$ cat src/sv/thkr_pkg.sv
`timescale 1ns / 1ps
// shared types, key codes and helpers for the tap/hold key remapper
package thkr_pkg;

  // key event values
  localparam logic [1:0] KV_UP     = 2'd0;
  localparam logic [1:0] KV_DOWN   = 2'd1;
  localparam logic [1:0] KV_REPEAT = 2'd2;

  // key codes used by the reset table
  localparam logic [15:0] KC_ESC   = 16'd1;
  localparam logic [15:0] KC_LCTL  = 16'd29;
  localparam logic [15:0] KC_BTICK = 16'd41;
  localparam logic [15:0] KC_SPC   = 16'd57;
  localparam logic [15:0] KC_CAPS  = 16'd58;

  // configuration register indexes
  localparam int          CFG_IDX_BITS = 2;
  localparam int          NUM_MAP_REGS = 3;
  localparam logic [1:0]  CFG_DELAY    = 2'd3;
  localparam int          CFG_DATA_BITS = 30;

  // token handed from cell to cell
  typedef struct packed {
    logic vld;
    logic flush;   // 0: match pass, 1: hold flush pass
    logic found;   // an earlier cell matched the key
    logic sent;    // hold_sent of the matched entry
    logic tmo;     // matched entry's press is older than the delay
  } thkr_tok_t;

  // state update for the matched entry
  typedef struct packed {
    logic set_held;
    logic clr_held;
    logic set_sent;
    logic clr_sent;
    logic stamp;
  } thkr_cmd_t;

  function automatic logic [47:0] pack_entry(input int cb, input logic [15:0] m,
                                             input logic [15:0] t, input logic [15:0] h);
    logic [47:0] r;
    r = 48'(m) | (48'(t) << cb) | (48'(h) << (2 * cb));
    return r;
  endfunction

endpackage

$ cat src/sv/thkr_cell.sv
`timescale 1ns / 1ps
// one table entry with its key state, one step of the match and flush chain
module thkr_cell #(
  parameter int                      CODE_BITS = 10,
  parameter logic [3*CODE_BITS-1:0]  INIT      = '0
) (
  input  logic                       clk,
  input  logic                       rst_n,
  input  logic                       cfg_we,
  input  logic [3*CODE_BITS-1:0]     cfg_entry,
  input  logic [15:0]                delay,
  input  logic [CODE_BITS-1:0]       key,
  input  logic [31:0]                now,
  input  logic                       adv,
  input  thkr_pkg::thkr_cmd_t        cmd,
  input  thkr_pkg::thkr_tok_t        tok_i,
  input  logic [CODE_BITS-1:0]       tap_i,
  input  logic [CODE_BITS-1:0]       hold_i,
  output thkr_pkg::thkr_tok_t        tok_o,
  output logic [CODE_BITS-1:0]       tap_o,
  output logic [CODE_BITS-1:0]       hold_o,
  output logic                       emit_o,
  output logic [CODE_BITS-1:0]       emit_code_o
);
  import thkr_pkg::*;

  logic [3*CODE_BITS-1:0] entry_r;
  logic                   held_r;
  logic                   sent_r;
  logic [31:0]            press_r;
  logic                   hit_r;
  thkr_tok_t              tok_r;
  thkr_tok_t              tok_nxt;
  logic [CODE_BITS-1:0]   tap_r;
  logic [CODE_BITS-1:0]   hold_r;
  logic [CODE_BITS-1:0]   tap_nxt;
  logic [CODE_BITS-1:0]   hold_nxt;
  logic [CODE_BITS-1:0]   f_match;
  logic [CODE_BITS-1:0]   f_tap;
  logic [CODE_BITS-1:0]   f_hold;
  logic                   hit;
  logic                   tmo_now;

  assign f_match = entry_r[CODE_BITS-1:0];
  assign f_tap   = entry_r[2*CODE_BITS-1:CODE_BITS];
  assign f_hold  = entry_r[3*CODE_BITS-1:2*CODE_BITS];

  // elapsed time wraps modulo 2^32
  assign tmo_now = (now - press_r) > 32'(delay);

  assign hit = tok_i.vld && !tok_i.flush && !tok_i.found && (f_match == key);

  // pending hold-down of this entry goes out when the flush token passes
  assign emit_o      = tok_i.vld && tok_i.flush && held_r && (f_hold != '0) && !sent_r;
  assign emit_code_o = f_hold;

  always_comb begin
    tok_nxt  = tok_i;
    tap_nxt  = tap_i;
    hold_nxt = hold_i;
    if (hit) begin
      tok_nxt.found = 1'b1;
      tok_nxt.sent  = sent_r;
      tok_nxt.tmo   = tmo_now;
      tap_nxt       = f_tap;
      hold_nxt      = f_hold;
    end
  end

  always_ff @(posedge clk) begin
    if (!rst_n) begin
      entry_r <= INIT;
      held_r  <= 1'b0;
      sent_r  <= 1'b0;
      press_r <= '0;
      hit_r   <= 1'b0;
      tok_r   <= '0;
    end else begin
      if (cfg_we) begin
        entry_r <= cfg_entry;
      end
      if (adv) begin
        tok_r <= tok_nxt;
        if (tok_i.vld && !tok_i.flush) begin
          hit_r <= hit;
        end
        if (emit_o) begin
          sent_r <= 1'b1;
        end
      end
      if (hit_r) begin
        if (cmd.set_held) held_r  <= 1'b1;
        if (cmd.clr_held) held_r  <= 1'b0;
        if (cmd.set_sent) sent_r  <= 1'b1;
        if (cmd.clr_sent) sent_r  <= 1'b0;
        if (cmd.stamp)    press_r <= now;
      end
    end
  end

  always_ff @(posedge clk) begin
    if (adv) begin
      tap_r  <= tap_nxt;
      hold_r <= hold_nxt;
    end
  end

  assign tok_o  = tok_r;
  assign tap_o  = tap_r;
  assign hold_o = hold_r;

endmodule

$ cat src/sv/tap_hold_key_remapper_unit.sv
`timescale 1ns / 1ps
// top level of the tap/hold key remapper: controller, output register and cell chain
//
// Usage:
//   in_*  : one key event per transaction (code, value, millisecond time).
//   out_* : remapped key events; out_tlast marks the final event caused by one
//           input, out_tuser flags an entry whose tap code is zero.
//   cfg_* : register writes, taken at any time but meant for idle periods;
//           index 0..2 write table entries, index 3 the hold delay.
// Each event walks a row of NUM_ENTRIES cells, one per cycle unless the output
// stalls, to find the first matching entry. When held dual-role keys must
// report their hold code first, a second token walks the row and each such
// cell emits one event.
// One output register holds a result; while it is full and out_tready is low
// the row and the controller's launch and emit steps stall, so nothing is
// lost. After reset the table holds its default mapping, all keys read as
// released and the output is empty.
module tap_hold_key_remapper_unit #(
  parameter int NUM_ENTRIES = 3,
  parameter int CODE_BITS   = 10
) (
  input  logic        clk,
  input  logic        rst_n,
  input  logic        in_tvalid,
  output logic        in_tready,
  input  logic [47:0] in_tdata,   // key_code[9:0], key_value[11:10], now_ms[43:12]
  output logic        out_tvalid,
  input  logic        out_tready,
  output logic [15:0] out_tdata,  // out_code[9:0], out_value[11:10]
  output logic [0:0]  out_tuser,  // config_error[0]
  output logic        out_tlast,
  input  logic        cfg_valid,
  output logic        cfg_ready,
  input  logic [1:0]  cfg_index,
  input  logic [29:0] cfg_data
);
  import thkr_pkg::*;

  localparam int EW = 3 * CODE_BITS;
  localparam int WB = (EW < CFG_DATA_BITS) ? EW : CFG_DATA_BITS;
  localparam int KB = (CODE_BITS < 10) ? CODE_BITS : 10;

  typedef enum logic [2:0] {
    S_IDLE, S_MGO, S_MRUN, S_DEC, S_FGO, S_FRUN, S_E1, S_E2
  } state_t;

  state_t                 state_r;
  logic [CODE_BITS-1:0]   key_r;
  logic [1:0]             val_r;
  logic [31:0]            now_r;
  logic [15:0]            delay_r;
  logic                   fnd_r;
  logic                   fsent_r;
  logic                   ftmo_r;
  logic [CODE_BITS-1:0]   ftap_r;
  logic [CODE_BITS-1:0]   fhold_r;
  logic [CODE_BITS-1:0]   e_code_r;
  logic [1:0]             e_val_r;
  logic                   e_err_r;
  logic                   e_two_r;
  logic                   out_vld_r;
  logic [9:0]             out_code_r;
  logic [1:0]             out_val_r;
  logic                   out_err_r;
  logic                   out_last_r;

  logic                   adv;
  logic [EW-1:0]          cfg_entry;
  logic [CODE_BITS-1:0]   key_in;
  logic [NUM_ENTRIES-1:0] cell_we;
  logic [NUM_ENTRIES-1:0] cell_emit;
  logic [CODE_BITS-1:0]   cell_emit_code [NUM_ENTRIES];
  thkr_tok_t              tok_c  [NUM_ENTRIES+1];
  logic [CODE_BITS-1:0]   tap_c  [NUM_ENTRIES+1];
  logic [CODE_BITS-1:0]   hold_c [NUM_ENTRIES+1];
  logic                   fl_vld;
  logic [CODE_BITS-1:0]   fl_code;
  thkr_cmd_t              d_cmd;
  thkr_cmd_t              cmd;
  logic                   d_flush;
  logic                   d_emit;
  logic                   d_two;
  logic [CODE_BITS-1:0]   d_code;
  logic [1:0]             d_val;
  logic                   d_err;
  logic                   out_ld;
  logic [9:0]             out_code_nxt;
  logic [1:0]             out_val_nxt;
  logic                   out_err_nxt;
  logic                   out_last_nxt;

  assign adv       = !out_vld_r || out_tready;
  assign in_tready = (state_r == S_IDLE);
  assign cfg_ready = 1'b1;
  assign cfg_entry = EW'(cfg_data[WB-1:0]);
  assign key_in    = CODE_BITS'(in_tdata[KB-1:0]);

  // launch token for the head of the row
  always_comb begin
    tok_c[0]       = '0;
    tok_c[0].vld   = (state_r == S_MGO) || (state_r == S_FGO);
    tok_c[0].flush = (state_r == S_FGO);
    tap_c[0]       = '0;
    hold_c[0]      = '0;
  end

  assign cmd = (state_r == S_DEC) ? d_cmd : '0;

  for (genvar i = 0; i < NUM_ENTRIES; i++) begin : g_cell
    localparam logic [47:0] FULL =
      (i == 0) ? pack_entry(CODE_BITS, KC_SPC, KC_SPC, KC_LCTL) :
      (i == 1) ? pack_entry(CODE_BITS, KC_CAPS, KC_ESC, 16'd0) :
      (i == 2) ? pack_entry(CODE_BITS, KC_ESC, KC_BTICK, 16'd0) : 48'd0;

    if (i < NUM_MAP_REGS) begin : g_we
      assign cell_we[i] = cfg_valid && (cfg_index == CFG_IDX_BITS'(i));
    end else begin : g_nowe
      assign cell_we[i] = 1'b0;
    end

    thkr_cell #(
      .CODE_BITS (CODE_BITS),
      .INIT      (FULL[EW-1:0])
    ) u_cell (
      .clk         (clk),
      .rst_n       (rst_n),
      .cfg_we      (cell_we[i]),
      .cfg_entry   (cfg_entry),
      .delay       (delay_r),
      .key         (key_r),
      .now         (now_r),
      .adv         (adv),
      .cmd         (cmd),
      .tok_i       (tok_c[i]),
      .tap_i       (tap_c[i]),
      .hold_i      (hold_c[i]),
      .tok_o       (tok_c[i+1]),
      .tap_o       (tap_c[i+1]),
      .hold_o      (hold_c[i+1]),
      .emit_o      (cell_emit[i]),
      .emit_code_o (cell_emit_code[i])
    );
  end

  // only the cell holding the flush token can emit
  always_comb begin
    fl_vld  = 1'b0;
    fl_code = '0;
    for (int i = 0; i < NUM_ENTRIES; i++) begin
      fl_vld  = fl_vld | cell_emit[i];
      fl_code = fl_code | (cell_emit[i] ? cell_emit_code[i] : '0);
    end
  end

  // action for the event once the match pass is done
  always_comb begin
    d_cmd   = '0;
    d_flush = 1'b0;
    d_emit  = 1'b0;
    d_two   = 1'b0;
    d_code  = key_r;
    d_val   = val_r;
    d_err   = 1'b0;
    if (!fnd_r) begin
      d_flush = (val_r == KV_DOWN);
      d_emit  = 1'b1;
    end else if (ftap_r == '0) begin
      d_emit = 1'b1;
      d_code = '0;
      d_val  = KV_UP;
      d_err  = 1'b1;
    end else if (fhold_r != '0) begin
      unique case (val_r)
        KV_DOWN: begin
          d_cmd.set_held = 1'b1;
          d_cmd.stamp    = 1'b1;
        end
        KV_UP: begin
          d_cmd.clr_held = 1'b1;
          if (fsent_r) begin
            d_cmd.clr_sent = 1'b1;
            d_emit         = 1'b1;
            d_code         = fhold_r;
            d_val          = KV_UP;
          end else if (!ftmo_r) begin
            d_flush = 1'b1;
            d_emit  = 1'b1;
            d_two   = 1'b1;
            d_code  = ftap_r;
            d_val   = KV_DOWN;
          end
        end
        KV_REPEAT: begin
          if (ftmo_r && !fsent_r) begin
            d_cmd.set_sent = 1'b1;
            d_emit         = 1'b1;
            d_code         = fhold_r;
            d_val          = KV_DOWN;
          end
        end
        default: begin
        end
      endcase
    end else begin
      d_flush = (val_r == KV_DOWN);
      d_emit  = 1'b1;
      d_code  = ftap_r;
    end
  end

  // next content of the output register
  always_comb begin
    out_ld       = 1'b0;
    out_code_nxt = 10'(e_code_r[KB-1:0]);
    out_val_nxt  = e_val_r;
    out_err_nxt  = e_err_r;
    out_last_nxt = !e_two_r;
    if (adv) begin
      if (fl_vld) begin
        out_ld       = 1'b1;
        out_code_nxt = 10'(fl_code[KB-1:0]);
        out_val_nxt  = KV_DOWN;
        out_err_nxt  = 1'b0;
        out_last_nxt = 1'b0;
      end else if (state_r == S_E1) begin
        out_ld = 1'b1;
      end else if (state_r == S_E2) begin
        // tap key goes back up
        out_ld       = 1'b1;
        out_val_nxt  = KV_UP;
        out_err_nxt  = 1'b0;
        out_last_nxt = 1'b1;
      end
    end
  end

  always_ff @(posedge clk) begin
    if (!rst_n) begin
      state_r   <= S_IDLE;
      out_vld_r <= 1'b0;
      delay_r   <= 16'd300;
    end else begin
      if (cfg_valid && (cfg_index == CFG_DELAY)) begin
        delay_r <= cfg_data[15:0];
      end
      if (out_ld) begin
        out_vld_r  <= 1'b1;
        out_code_r <= out_code_nxt;
        out_val_r  <= out_val_nxt;
        out_err_r  <= out_err_nxt;
        out_last_r <= out_last_nxt;
      end else if (out_tready) begin
        out_vld_r <= 1'b0;
      end
      unique case (state_r)
        S_IDLE: begin
          if (in_tvalid) begin
            key_r   <= key_in;
            val_r   <= in_tdata[11:10];
            now_r   <= in_tdata[43:12];
            state_r <= S_MGO;
          end
        end
        S_MGO: begin
          if (adv) state_r <= S_MRUN;
        end
        S_MRUN: begin
          if (tok_c[NUM_ENTRIES].vld && !tok_c[NUM_ENTRIES].flush) begin
            fnd_r   <= tok_c[NUM_ENTRIES].found;
            fsent_r <= tok_c[NUM_ENTRIES].sent;
            ftmo_r  <= tok_c[NUM_ENTRIES].tmo;
            ftap_r  <= tap_c[NUM_ENTRIES];
            fhold_r <= hold_c[NUM_ENTRIES];
            state_r <= S_DEC;
          end
        end
        S_DEC: begin
          e_code_r <= d_code;
          e_val_r  <= d_val;
          e_err_r  <= d_err;
          e_two_r  <= d_two;
          if (d_flush) begin
            state_r <= S_FGO;
          end else if (d_emit) begin
            state_r <= S_E1;
          end else begin
            state_r <= S_IDLE;
          end
        end
        S_FGO: begin
          if (adv) state_r <= S_FRUN;
        end
        S_FRUN: begin
          if (tok_c[NUM_ENTRIES].vld && tok_c[NUM_ENTRIES].flush) state_r <= S_E1;
        end
        S_E1: begin
          if (adv) state_r <= e_two_r ? S_E2 : S_IDLE;
        end
        S_E2: begin
          if (adv) state_r <= S_IDLE;
        end
        default: state_r <= S_IDLE;
      endcase
    end
  end

  assign out_tvalid = out_vld_r;
  assign out_tdata  = {4'd0, out_val_r, out_code_r};
  assign out_tuser  = out_err_r;
  assign out_tlast  = out_last_r;

endmodule

$ cat config.mk
export PLATFORM = sky130hd
export DESIGN_NAME = tap_hold_key_remapper_unit
export DESIGN_NICKNAME = d
export VERILOG_FILES = /design/src/sv/thkr_pkg.sv /design/src/sv/thkr_cell.sv /design/src/sv/tap_hold_key_remapper_unit.sv
export SDC_FILE = /design/constraint.sdc
export NUM_CORES = 1
export LEC_CHECK = 0
export BUFFER_PORTS_ARGS = -buffer_cell sky130_fd_sc_hd__buf_2
export CAP_MARGIN = 20
export CORE_ASPECT_RATIO = 0.5
export CORE_UTILIZATION = 56
export CTS_CLUSTER_DIAMETER = 150
export DETAILED_ROUTE_END_ITERATION = 16
export HOLD_SLACK_MARGIN = 0.03
export PLACE_DENSITY = 0.74
export SETUP_SLACK_MARGIN = 0.4
export SLEW_MARGIN = 20
export SYNTH_ARGS = -nofsm -noshare
export SYNTH_HDL_FRONTEND = slang
export SYNTH_SLANG_ARGS = --single-unit
$ cat constraint.sdc
create_clock -name clk -period 4.4 [get_ports clk]
set_clock_uncertainty 0.05 [all_clocks]
set_input_delay 0.44 -clock clk [delete_from_list [all_inputs] [get_ports clk]]
set_output_delay 0.44 -clock clk [all_outputs]
set_load 0.005 [all_outputs]
==> impl_metrics.csv <==
group,metric,value,unit
cts,cts_tree,"done",
critical_path,setup.worst_path.end,"g_cell[1].u_cell.tok_o[0]$_SDFFE_PN0N_",
route,routedWlPerCell,19.47,µm
power,ir_worst_vdd,0.3226,mV
placement,place.detailed.hpwl,42820,µm
layout,fin_util,0.6667,
synth,netlist_area,21300,µm²
sta,setup_viol,1,
sta,report.final.slew_viol_count,0,
synth,synthFlopType,"dfxtp_1",
sta,timing.setup.tns,-0.002133,ns
sta,fin_crit_sh,1.000,
sta,hold_violations,0,
placement,dp_cells,3014,
synth,ys_seq_area_frac,0.4347,
critical_path,worst-path-max-fanout,4,
sta,timing.fmax,227.2,MHz
synth,synth-seq-cells,385,
synth,yosys.area_share.xor_xnor,0.03618,
global_route,grt_overflow,0,
synth,synth_most_common_cell,"nand2_1",
synth,synthMuxAreaShare,0.02772,
outcome,violations,"setup timing",
critical_path,crit_family,"compound AO/OA/AOI/OAI gates",
synth,async_reset_ff_frac,0,
critical_path,reg2reg_from,"now_r[0]$_DFFE_PP_",
critical_path,cp-end-kind,"flip-flop",
critical_path,slowest_stage,"or4_4",
power,leakage,9.566,nW
cts,root_buffer,"clkbuf_16",
route,ant_nets,0,
critical_path,cp-startpoint,"now_r[0]$_DFFE_PP_",
die,fp.dieW,277.8,µm
global_route,grt_pass1_wl,96110,µm
sta,relSlewSlack,0.2861,
layout,nFillCells,3078,
hold_path,min-delay-start,"cfg_data[24]",
layout,drive_gt1_frac,0.1524,
layout,fin_nets,2852,
cts,h-tree-depth,2,
layout,final_area,24940,µm²
route,drt_iter0_drc,1650,
die,die_height,139.9,µm
outcome,status,"complete, but fails checks",
synth,ys_top_cells_by_area,"edfxtp_1 22%, dfxtp_1 22%, nand2_1 8.9%, ha_1 8.3%, a21oi_1 6.8%",
sta,worst_slew_pin_slew,1.071,ns
placement,placed_cell_area,22830,µm²
route,via_per_inst,5.918,
critical_path,path_depth,21,
critical_path,path_class,"flip-flop to flip-flop",
synth,synth_top_area_frac,0.2185,
synth,synth_fa_ha_area_frac,0.08564,
critical_path,crit_required,4.79,ns
job,cap_violations,0,
die,fp-row-count,50,
cts,clk_path_buf_depth,3,
layout,layout.cells.non_filler,3145,
critical_path,worst-path-buf-inv,1,
synth,synth_cell_types,84,
route,drt_wl_total,61220,µm
placement,gp_congestion,1.003,
die,start_util,0.5694,
hold_path,worst_hold_path_type,"input pin to flip-flop",
placement,port_buffers,96,
synth,synth_edf_count,155,
cts,cts_sinks,385,
synth,synth_top_family_by_area,"simple AND/OR/NAND/NOR gates",
die,io_pins,106,
critical_path,r2r_slack,-0.002,ns
global_route,gr-usage-all-layers,0.3126,
synth,yosysTopAreaCell,"edfxtp_1",
power,cellPowerDensity,349.4,nW/µm²
route,dr.pass1.iters,6,
cts,clk_pin_slew,0.07,ns
critical_path,reg2reg_depth,21,
placement,pre_cts_slack,-0.2650,ns
hold_path,hold_depth,3,
sta,fin_crit,4.402,ns
synth,synth_area_per_cell,8.784,µm²
critical_path,slowest_delay,0.51,ns
critical_path,r2r-end,"g_cell[1].u_cell.tok_o[0]$_SDFFE_PN0N_",
layout,area_growth,17.09,%
synth,synth_compound_gate_area_share,0.1811,
synth,yosys.area_share.simple,0.1837,
critical_path,crit_top_cell,"a21o_1",
cts,insertion_delay,0.56,ns
sta,holdWs,0.09365,ns
route,vias,18610,
synth,yosysWarnings,0,
critical_path,critPathArrivalTime,4.79,ns
global_route,grt_max_degree,74,
global_route,antenna_found_initial,0,
synth,synth_cells,2425,
power,total_power,8.715,mW
route,route.detailed.drc,0,
cts,cts_inserted_buffers,36,
die,die_area,38870,µm²
global_route,grt_pass1_vias,17590,
layout,n_antenna_cell,0,
synth,synth_top_cells_by_count,"504 x nand2_1, 290 x a21oi_1, 230 x dfxtp_1, 155 x edfxtp_1, 153 x inv_1",
critical_path,start_kind,"flip-flop",
die,core-area,37410,µm²
sta,grt_setup_unrepaired,"true",
sta,fin_ws,-0.002133,ns
critical_path,cp_cell_sequence,"inv_2, ha_4, fa_2, nor2b_2, o31a_1, o21ai_1, nand2b_1, a21o_1, a21o_1, a21o_1, a21oi_2, xnor2_1, ha_1, nand4_1, or4_4, o21ai_2, o2111ai_2, nor4b_2, o2111ai_1, nor4_1, a21oi_1",
sequential cells by signal, summed over array words and instances, names as in the netlist, 2 cells and up:
register,cells
val_r,2
now_r,32
g_cell.u_cell.entry_r,90
out_val_r,2
state_r,3
g_cell.u_cell.held_r,3
g_cell.u_cell.hit_r,3
delay_r,16
g_cell.u_cell.tap_o,30
g_cell.u_cell.tok_o,15
e_val_r,2
g_cell.u_cell.sent_r,3
g_cell.u_cell.hold_o,30
ftap_r,10
g_cell.u_cell.press_r,96
key_r,10
fhold_r,10
e_code_r,10
out_code_r,10
cells by family (layout without fill, tap and decap cells):
group                      after synthesis  after routing
AOI/OAI and AO/OA                      615            615
adders and majority gates              144            144
buffers and inverters                  269            492
muxes                                   54             54
DFF                                    385            385
other                                    2              5
xor gates and xnor gates                88             88
and+or+nand+nor                        868            868
layer usage:
layer | vias up | GRT usage | part of all wire
met5 | - | 0 | 0
met4 | 0 | 0.08753 | 0.025
met3 | 106 | 0.06022 | 0.082
met2 | 661 | 0.4934 | 0.44
met1 | 8864 | 0.4384 | 0.45
li1 | 8980 | - | -
worst min-delay path by stage:
stage / to / slack, ns
2_1_floorplan: fhold_r[0]$_DFFE_PP_ / 0.35
3_3_place_gp: fhold_r[9]$_DFFE_PP_ / 0.35
3_5_place_dp: fhold_r[0]$_DFFE_PP_ / 0.35
4_1_cts: g_cell[2].u_cell.entry_r[28]$_SDFFE_PN0P_ / 0.08
5_1_grt: g_cell[0].u_cell.entry_r[28]$_SDFFE_PN0P_ / 0.09
6_report: g_cell[0].u_cell.entry_r[24]$_SDFFE_PN1P_ / 0.09
placed cells by master, fill, tap and decap left out, types with 11 or more instances in the layout:
cell type,count
nand4_1,34
xnor2_1,50
dfxtp_1,230
ha_1,134
nor4_1,19
nor2_1,86
nor2b_1,14
inv_1,150
a211oi_1,19
mux2_2,40
o211ai_1,19
nand3_1,51
edfxtp_1,155
clkbuf_16,37
a21o_1,60
buf_2,96
mux2i_1,14
a21oi_1,285
nor3_1,34
nand2_1,503
xor2_1,37
o21a_1,17
and2_1,29
a31oi_1,15
buf_4,131
dlygate4sd3_1,44
a222oi_1,21
nand2b_1,20
or3_1,11
o21ai_0,72
area by class of cell:
| class | instances | area [µm²] | area share |
|---|---|---|---|
| clock buffers | 47 | 973.4 | 0.03903 |
| clock inverters | 19 | 289.0 | 0.01159 |
| repair buffers | 272 | 1916 | 0.07680 |
| multi-input cells | 1774 | 11300 | 0.4532 |
| inverters | 154 | 583.1 | 0.02338 |
| flip-flops and latches | 385 | 9259 | 0.3712 |
| well taps | 494 | 618.1 | 0.02478 |
power by group:
group          switching, mW  total, mW  internal, mW
Combinational          0.788       1.39         0.606
Sequential             0.113       3.91          3.80
Clock                   1.46       3.41          1.95
Total                   2.36       8.72          6.35
repair_timing:
action	CTS	global route
buffers inserted	15	6
endpoints found under the hold margin	44	0
endpoints found under the setup margin	3	3
hold buffers	44	0
pin swaps	64	8
gates resized for setup	44	9
worst min-delay path, cell delays in order:
cell	delay, ns
buf_2	0.10
nand2_1	0.05
nand3_1	0.08
(Power assumes the default switching activity.)
